==> src/rtl/learning_switch_forwarder_core_assert.svh <==
// Assertion macros for the learning switch forwarder.
`ifndef LEARNING_SWITCH_FORWARDER_CORE_ASSERT_SVH
`define LEARNING_SWITCH_FORWARDER_CORE_ASSERT_SVH
`ifndef SYNTHESIS
`define LSF_ASSERT(label, cond, msg) \
	label: assert property (@(posedge clk) disable iff (!arst_n) (cond)) else $error(msg);
`define LSF_ASSERT_IMP(label, pre, post, msg) \
	label: assert property (@(posedge clk) disable iff (!arst_n) (pre) |-> (post)) else $error(msg);
`else
`define LSF_ASSERT(label, cond, msg)
`define LSF_ASSERT_IMP(label, pre, post, msg)
`endif
`endif

==> src/rtl/lsf_pkg.sv <==
// Shared types and constants of the learning switch forwarder.
package lsf_pkg;
	localparam int MaxPorts = 16;
	localparam int TableEntries = 64;
	localparam int IdxW = $clog2(TableEntries);
	localparam int PortW = 4;
	localparam logic [15:0] MinFrameBytes = 16'd14;
	localparam logic [1:0] VerdictReject = 2'd0;
	localparam logic [1:0] VerdictFlood = 2'd1;
	localparam logic [1:0] VerdictForward = 2'd2;
	localparam logic [1:0] VerdictSelf = 2'd3;
	localparam logic [1:0] LearnNone = 2'd0;
	localparam logic [1:0] LearnNew = 2'd1;
	localparam logic [1:0] LearnMoved = 2'd2;
	localparam logic [1:0] LearnKnown = 2'd3;
	localparam logic CfgUplink = 1'b0;
	localparam logic CfgPorts = 1'b1;

	typedef struct packed {
		logic [4:0]  source_port;
		logic [47:0] dest_address;
		logic [47:0] source_address;
		logic [15:0] frame_length;
	} req_t;

	typedef struct packed {
		logic [15:0] port_mask;
		logic        uplink_flag;
		logic [1:0]  verdict_kind;
		logic [1:0]  learn_kind;
	} rsp_t;

	typedef struct packed {
		logic            wr;
		logic [IdxW-1:0] idx;
		logic [47:0]     addr;
		logic [PortW-1:0] port;
	} tbl_wr_t;
endpackage

==> src/rtl/lsf_stream_if.sv <==
// Valid-ready channel interface.
interface lsf_stream_if #(parameter type T = logic);
	logic valid;
	logic ready;
	T     payload;
	modport source(output valid, output payload, input ready);
	modport sink(input valid, input payload, output ready);
endinterface

==> src/rtl/lsf_table.sv <==
// MAC table memory with one write port, one registered read port and valid bits.
module lsf_table (
	input  logic                         clk,
	input  logic                         arst_n,
	input  logic [lsf_pkg::IdxW-1:0]     rd_idx,
	output logic                         rd_valid,
	output logic [47:0]                  rd_addr,
	output logic [lsf_pkg::PortW-1:0]    rd_port,
	input  lsf_pkg::tbl_wr_t             wr
);
	logic [47:0] addr_mem [lsf_pkg::TableEntries];
	logic [lsf_pkg::PortW-1:0] port_mem [lsf_pkg::TableEntries];
	logic [lsf_pkg::TableEntries-1:0] valid_q;

	always_ff @(posedge clk) begin
		if (wr.wr) begin
			addr_mem[wr.idx] <= wr.addr;
			port_mem[wr.idx] <= wr.port;
		end
		rd_addr <= addr_mem[rd_idx];
		rd_port <= port_mem[rd_idx];
	end

	always_ff @(posedge clk or negedge arst_n) begin
		if (!arst_n) begin
			valid_q  <= '0;
			rd_valid <= 1'b0;
		end else begin
			if (wr.wr) valid_q[wr.idx] <= 1'b1;
			rd_valid <= valid_q[rd_idx];
		end
	end
endmodule

==> src/rtl/learning_switch_forwarder_core.sv <==
// Top level of the learning switch forwarder.
// One frame header enters on req (a transfer when valid and ready are high) and
// one verdict leaves on rsp. Configuration is written through cfg_we, cfg_index
// and cfg_data; the user must write it only while the block is idle, as the
// block does not enforce this. Index 0 enables the uplink, index 1 sets the
// member count, saturated to 16. A valid header is handled in two sweeps over
// the 64-entry table, one entry a cycle through the single read port of the
// table memory. The first sweep learns the source address, then the write state
// writes the table unless the address is known on that port, and the second
// sweep looks up the destination. With a group source the first sweep and the
// write are skipped, and a rejected header goes straight to the output state.
// Only one header is in flight at a time.
// The verdict is held in an output register until rsp.ready takes it; no new
// header is accepted until then, and the next one can be taken in the cycle
// after the verdict transfer.
// Reset clears the valid bits of the table, the eviction pointer and the control
// registers at once; no clearing pass is needed.
`include "learning_switch_forwarder_core_assert.svh"
module learning_switch_forwarder_core (
	input  logic        clk,
	input  logic        arst_n,
	lsf_stream_if.sink   req,
	lsf_stream_if.source rsp,
	input  logic        cfg_we,
	input  logic [0:0]  cfg_index,
	input  logic [4:0]  cfg_data
);
	typedef enum logic [5:0] {
		ST_IDLE  = 6'b000001,
		ST_LEARN = 6'b000010,
		ST_WRITE = 6'b000100,
		ST_LOOK  = 6'b001000,
		ST_DONE  = 6'b010000,
		ST_OUT   = 6'b100000
	} state_t;

	localparam int IW = lsf_pkg::IdxW;

	state_t state_q;
	lsf_pkg::req_t hdr_q;
	logic uplink_q;
	logic [4:0] ports_q;
	logic [IW:0] scan_q;
	logic [IW:0] cmp_q;
	logic hit_q, free_q;
	logic [IW-1:0] hit_idx_q, free_idx_q, evict_q;
	logic [lsf_pkg::PortW-1:0] hit_port_q;
	lsf_pkg::rsp_t res_q;
	logic out_valid_q;
	logic [4:0] count;

	logic rd_valid;
	logic [47:0] rd_addr;
	logic [lsf_pkg::PortW-1:0] rd_port;
	lsf_pkg::tbl_wr_t wr;
	logic [47:0] key;
	logic match;
	logic [15:0] flood;
	logic ok;

	assign count = (ports_q > 5'(lsf_pkg::MaxPorts)) ? 5'(lsf_pkg::MaxPorts) : ports_q;
	assign ok = (req.payload.frame_length >= lsf_pkg::MinFrameBytes)
		&& (req.payload.source_port < count);
	assign key = (state_q == ST_LEARN) ? hdr_q.source_address : hdr_q.dest_address;
	assign match = rd_valid && (rd_addr == key) && scan_q != '0 && !cmp_q[IW];

	always_comb begin
		flood = '0;
		for (int i = 0; i < 16; i++)
			if (5'(i) < count && 5'(i) != hdr_q.source_port) flood[i] = 1'b1;
	end

	lsf_table u_table (
		.clk(clk), .arst_n(arst_n), .rd_idx(scan_q[IW-1:0]),
		.rd_valid(rd_valid), .rd_addr(rd_addr), .rd_port(rd_port), .wr(wr)
	);

	always_comb begin
		wr = '0;
		wr.addr = hdr_q.source_address;
		wr.port = hdr_q.source_port[lsf_pkg::PortW-1:0];
		if (state_q == ST_WRITE) begin
			wr.wr = 1'b1;
			if (hit_q) wr.idx = hit_idx_q;
			else if (free_q) wr.idx = free_idx_q;
			else wr.idx = evict_q;
			if (hit_q && hit_port_q == wr.port) wr.wr = 1'b0;
		end
	end

	assign req.ready = (state_q == ST_IDLE) && !out_valid_q;
	assign rsp.valid = out_valid_q;
	assign rsp.payload = res_q;

	always_ff @(posedge clk) begin
		if (req.valid && req.ready) hdr_q <= req.payload;
	end

	always_ff @(posedge clk or negedge arst_n) begin
		if (!arst_n) begin
			state_q <= ST_IDLE;
			uplink_q <= 1'b0;
			ports_q <= '0;
			scan_q <= '0;
			cmp_q <= '0;
			hit_q <= 1'b0;
			free_q <= 1'b0;
			hit_idx_q <= '0;
			free_idx_q <= '0;
			evict_q <= '0;
			hit_port_q <= '0;
			res_q <= '0;
			out_valid_q <= 1'b0;
		end else begin
			if (cfg_we) begin
				unique case (cfg_index)
					lsf_pkg::CfgUplink: uplink_q <= cfg_data[0];
					lsf_pkg::CfgPorts:  ports_q <= cfg_data;
					default: ;
				endcase
			end
			if (rsp.valid && rsp.ready) out_valid_q <= 1'b0;
			unique case (state_q)
				ST_IDLE: begin
					if (req.valid && req.ready) begin
						res_q <= '0;
						scan_q <= '0;
						cmp_q <= '0;
						hit_q <= 1'b0;
						free_q <= 1'b0;
						if (!ok) state_q <= ST_OUT;
						else if (req.payload.source_address[40]) state_q <= ST_LOOK;
						else state_q <= ST_LEARN;
					end
				end
				ST_LEARN, ST_LOOK: begin
					if (scan_q != '0) cmp_q <= cmp_q + 1'b1;
					if (!scan_q[IW]) scan_q <= scan_q + 1'b1;
					if (scan_q != '0 && !cmp_q[IW]) begin
						if (match && !hit_q) begin
							hit_q <= 1'b1;
							hit_idx_q <= cmp_q[IW-1:0];
							hit_port_q <= rd_port;
						end
						if (!rd_valid && !free_q && state_q == ST_LEARN) begin
							free_q <= 1'b1;
							free_idx_q <= cmp_q[IW-1:0];
						end
					end
					if (cmp_q[IW]) begin
						if (state_q == ST_LEARN) state_q <= ST_WRITE;
						else state_q <= ST_DONE;
					end
				end
				ST_WRITE: begin
					if (hit_q) res_q.learn_kind <= (hit_port_q == wr.port)
						? lsf_pkg::LearnKnown : lsf_pkg::LearnMoved;
					else res_q.learn_kind <= lsf_pkg::LearnNew;
					if (!hit_q && !free_q) evict_q <= evict_q + 1'b1;
					hit_q <= 1'b0;
					scan_q <= '0;
					cmp_q <= '0;
					state_q <= ST_LOOK;
				end
				ST_DONE: begin
					if (!hdr_q.dest_address[40] && hit_q) begin
						if ({1'b0, hit_port_q} != hdr_q.source_port) begin
							res_q.port_mask <= 16'(1) << hit_port_q;
							res_q.verdict_kind <= lsf_pkg::VerdictForward;
						end else begin
							res_q.port_mask <= '0;
							res_q.verdict_kind <= lsf_pkg::VerdictSelf;
						end
						res_q.uplink_flag <= 1'b0;
					end else begin
						res_q.port_mask <= flood;
						res_q.uplink_flag <= uplink_q;
						res_q.verdict_kind <= lsf_pkg::VerdictFlood;
					end
					state_q <= ST_OUT;
				end
				ST_OUT: begin
					out_valid_q <= 1'b1;
					state_q <= ST_IDLE;
				end
				default: state_q <= ST_IDLE;
			endcase
		end
	end

	`LSF_ASSERT(a_onehot, $onehot(state_q), "state is not one-hot")
	`LSF_ASSERT_IMP(a_ready_idle, req.ready, state_q == ST_IDLE, "ready outside idle")
	`LSF_ASSERT_IMP(a_write_state, wr.wr, state_q == ST_WRITE, "table write outside write state")
	`LSF_ASSERT_IMP(a_out_hold, rsp.valid && !rsp.ready, ##1 rsp.valid, "result dropped")
endmodule

==> src/flat_wrapper.sv <==
// flat-port wrapper written by rule: the top's interface ports become plain ports
module learning_switch_forwarder_core_flat 
  (clk, arst_n, cfg_we, cfg_index, cfg_data, req_valid, req_payload, req_ready, rsp_valid, rsp_payload, rsp_ready);
  lsf_stream_if #(.T(lsf_pkg::req_t)) req_i ();
  lsf_stream_if #(.T(lsf_pkg::rsp_t)) rsp_i ();
  input  logic clk;
  input  logic arst_n;
  input  logic cfg_we;
  input  logic [0:0] cfg_index;
  input  logic [4:0] cfg_data;
  input wire logic [$bits(req_i.valid)-1:0] req_valid;
  input wire logic [$bits(req_i.payload)-1:0] req_payload;
  output wire logic [$bits(req_i.ready)-1:0] req_ready;
  output wire logic [$bits(rsp_i.valid)-1:0] rsp_valid;
  output wire logic [$bits(rsp_i.payload)-1:0] rsp_payload;
  input wire logic [$bits(rsp_i.ready)-1:0] rsp_ready;
  assign req_i.valid = req_valid;
  assign req_i.payload = req_payload;
  assign req_ready = req_i.ready;
  assign rsp_valid = rsp_i.valid;
  assign rsp_payload = rsp_i.payload;
  assign rsp_i.ready = rsp_ready;
  learning_switch_forwarder_core u_core (.clk(clk), .arst_n(arst_n), .req(req_i), .rsp(rsp_i), .cfg_we(cfg_we), .cfg_index(cfg_index), .cfg_data(cfg_data));
endmodule
==> config.mk <==
export PLATFORM = sky130hd
export DESIGN_NAME = learning_switch_forwarder_core_flat
export DESIGN_NICKNAME = d
export VERILOG_FILES = /design/src/rtl/lsf_pkg.sv /design/src/rtl/lsf_stream_if.sv /design/src/rtl/lsf_table.sv /design/src/rtl/learning_switch_forwarder_core.sv /design/src/flat_wrapper.sv
export VERILOG_INCLUDE_DIRS = /design/src /design/src/rtl
export SDC_FILE = /design/constraint.sdc
export NUM_CORES = 2
export LEC_CHECK = 0
export BUFFER_PORTS_ARGS = -buffer_cell sky130_fd_sc_hd__buf_2
export CAP_MARGIN = 15
export CORE_ASPECT_RATIO = 1.5
export CORE_MARGIN = 1.5
export CORE_UTILIZATION = 48
export CTS_CLUSTER_SIZE = 10
export DETAILED_ROUTE_END_ITERATION = 7
export SLEW_MARGIN = 20
export SYNTH_ARGS = -nofsm -noshare
export SYNTH_HDL_FRONTEND = slang
export SYNTH_SLANG_ARGS = --single-unit
==> constraint.sdc <==
create_clock -name clk -period 12.14 [get_ports clk]
set_input_delay 0 -clock clk [delete_from_list [all_inputs] [get_ports clk]]
set_output_delay 0 -clock clk [all_outputs]
set_load 0.01 [all_outputs]
==> metrics.txt <==
status finished clean; Via Count around 67k; CTS clk-pin slew, worst paths around 60 ps; arrival time worst endpoint around 6500 ps; r2r endpoint u_core.hit_port_q[1]$_DFFE_PN0P_; Sw Ratio between 20% and 30%; Initial Util about 48%; maximum operating frequency 173 MHz; hold violation count in the final report 0; Clock Skew between 50 and 60 ps; DR pass1 iterations 6; final worst slack roughly 6400 ps; Syn Area/Cell 24.2 um^2; leakage between 40 and 50 nW; Worst VDD drop ~0.20 mV; initial antenna violation count 9; clk_lat worst skew about 930 ps; Compound-Gate Fraction of Synth Area less than 1%; starting DRC count in detailed routing roughly 9.2k; CP Launch Type register; largest family of logic cells by synthesized area multiplexers; die height approximately 660 um; CP max stage delay around 1000 ps; CP Max Fanout 18; top_reg_cell synth edfxtp_1; Reg2Reg Setup Slack ~6400 ps; gp weighted congestion 0.841; Sw Pwr between 8 and 9 mW; Placement Setup Slack between 6000 and 7000 ps; core region area between 0.2 and 0.3 mm^2; Antenna Nets Post-Route 0; clock tree from TritonCTS built; HP Start cfg_we; XOR/XNOR share of the synthesized area less than 1%; Async SR Flop Fraction 3.79%; fillers ~21k; Logic pwr share 17.6%; Final Cycle Share 47.5%; standard-cell rows 240; io pins approximately 150; met1 usage between 30% and 40%; post-synthesis adder-cell area fraction less than 1%; slew margin rel. ~18%; Max Transition Viols Final 0; proportion of layout cells with a drive suffix above 1 a little under a third; first-pass GRT wire length 536,000 um; total negative slack 0 ps; CP required 12,900 ps; MaxCap Viol Count 0; Final min period between 5000 and 6000 ps; Critical Path End Type register; final core utilization 55.6%; synth warn 0; met3 usage under 10%; DIE AREA between 0.2 and 0.3 mm^2; CTS Root Cell clkbuf_16; FF+latch count, synth between 3k and 4k; Synth Instances ~5.7k; Mapped Nets a little under 6k; met2 Resource Use GR 44.8%; largest net degree at the start of global routing 103; Avg WL per Cell about 37 um; Worst Hold Path EP u_core.uplink_q$_DFFE_PN0P_; Worst R2R Path Depth 9; DPL Wire Length slightly above 200,000 um; Post-synth EDFFs 3,429; nets 6,574; clock sinks 3,618; Clock power frac a little over a third; simple-gate share of the synthesized area under 10%; setup bufs post-CTS 0; Seq/Total Area, Yosys 78.0%; final setup fails 0; CP Class register to register; gr usage total between 20% and 30%; register share of total power 47.7%; PwrDens between 200 and 250 mW/mm^2; Int Power 23.7 mW; CTS max path bufs 4; DIE WIDTH between 400 and 500 um; drt drc 0; RSZ-0062 raised after global routing false; crit path from u_core.state_q[3]$_DFFE_PN0P_; worst r2r src u_core.state_q[3]$_DFFE_PN0P_; mux cell area share after synthesis 18.6%; Hold Path Cell Cnt 4; grt peak-use layer met2; Buffers on Ports 149; post-synth cell types 64; HP Class input port to register; H-tree Lvls 5; CP cell instances or4_1 > nor2_4 > buf_4 > mux2i_1 > xor2_1 > nor4b_1 > nand4_1 > nor4_4 > mux2_2; Vias per Instance ~6.4; CTS Buf Count 406; WL final 391,000 um; area grow syn2layout 15.0%; mapped cell area about 0.14 mm^2; critical path's slowest cell or4_1; vias in the first global route 67.7k; worst slew pin tran 1230 ps; GR Overflow Total 0
-- registers in the layout (all words and copies together) (netlist names), 4 cells and up --
signal / flops
u_core.u_table.addr_mem: 3072
u_core.u_table.port_mem: 256
u_core.hdr_q: 101
u_core.u_table.valid_q: 64
u_core.u_table.rd_addr: 48
u_core.rsp.payload: 21
u_core.cmp_q: 7
u_core.scan_q: 7
u_core.evict_q: 6
u_core.free_idx_q: 6
u_core.hit_idx_q: 6
u_core.state_q: 6
u_core.ports_q: 5
u_core.hit_port_q: 4
u_core.u_table.rd_port: 4
-- layout make-up --
class                      instances  area [um^2]  share of cell area [%]
sequential                      3618       107000                    67.8
antenna                            3         7.51                 0.00474
multi-input combinational       1755        29600                    18.7
inverter                          43          169                   0.107
tap                             3751         4690                    2.96
clock inverter                    17          223                   0.141
timing repair buffer             614         4970                    3.14
clock buffer                     661        11400                    7.17
-- logic make-up (layout without fill, tap and decap cells) --
kind of cell | after synthesis | in the layout
buffers and inverters | 325 | 1335
AO/OA/AOI/OAI | 160 | 160
AND/OR/NAND/NOR | 383 | 383
adder cells (fa/ha/maj) | 8 | 8
multiplexers | 1165 | 1165
XOR/XNOR | 39 | 39
other | 0 | 3
flip-flops | 3618 | 3618
-- repair_timing --
action | CTS | global route
hold buffers | 229 | 0
gates resized for setup | 0 | 0
endpoints found under the hold margin | 253 | 0
-- per-stage QoR --
| stage | power, mW | cell area [um^2] | hold WS [ps] | instances |
|---|---|---|---|---|
| 2_1_floorplan | 19.2 | 138000 | -296 | 5698 |
| 3_3_place_gp | 20.9 | 145000 | 26.1 | 9549 |
| 3_5_place_dp | 21.1 | 145000 | 44.6 | 9551 |
| 4_1_cts | 32.1 | 158000 | 13.2 | 10500 |
| 5_1_grt | 32.8 | 158000 | 95.9 | 10500 |
| 6_report | 31.8 | 158000 | 71.7 | 10500 |
-- worst max-delay path: cells and delay by family, from the launching register on --
family / cells / cell delay [ps]
simple gates: 5 / 3650
flops: 1 / 450
mux: 2 / 680
xor+xnor: 1 / 430
buf+inv: 1 / 380
-- power by group through the flow --
stage	Sequential [mW]	Combinational [mW]	Clock, mW
global placement	15.4	5.50	0
detailed placement	15.4	5.61	0
global route	15.2	5.97	11.6
floorplan	15.7	3.53	0
finish	15.2	5.59	11.0
CTS	15.2	5.67	11.2
-- routing by layer --
metal,wire [um],vias up
met5,13,-
li1,-,26000
met3,31300,673
met2,198000,3389
met1,147000,36700
met4,14800,2
-- layout by cell type, fill, tap and decap left out, types with 44 or more instances in the layout --
cell,count
nor2_4,63
mux4_2,1113
clkbuf_1,243
dfxtp_1,52
nor2_1,50
buf_2,148
dlygate4sd3_1,228
clkbuf_16,417
or2_2,67
nand2_1,71
buf_4,224
edfxtp_1,3429
dfrtp_1,130
o21ai_0,44
-- worst max path at each step --
stage                                                         to  slack (ps)
after floorplan           u_core.u_table.valid_q[57]$_DFFE_PN0P_        4490
after global placement           u_core.hit_idx_q[2]$_DFFE_PN0P_        6510
after detailed placement         u_core.hit_idx_q[5]$_DFFE_PN0P_        6450
after CTS                       u_core.hit_port_q[1]$_DFFE_PN0P_        6420
after global routing            u_core.hit_port_q[0]$_DFFE_PN0P_        6410
final                           u_core.hit_port_q[1]$_DFFE_PN0P_        6370
-- cell usage after synthesis, types with 28 or more instances --
library cell | instances | area [um^2]
buf_1 | 60 | 225
or2_2 | 67 | 419
dfxtp_1 | 52 | 1040
mux4_2 | 1113 | 25100
mux2i_1 | 28 | 280
clkbuf_1 | 217 | 815
dfrtp_1 | 136 | 3400
edfxtp_1 | 3429 | 103000
inv_1 | 43 | 161
nand2_1 | 71 | 267
nor2_1 | 112 | 420
o21ai_0 | 44 | 220
Note: power is estimated with default switching activity, not from simulation.
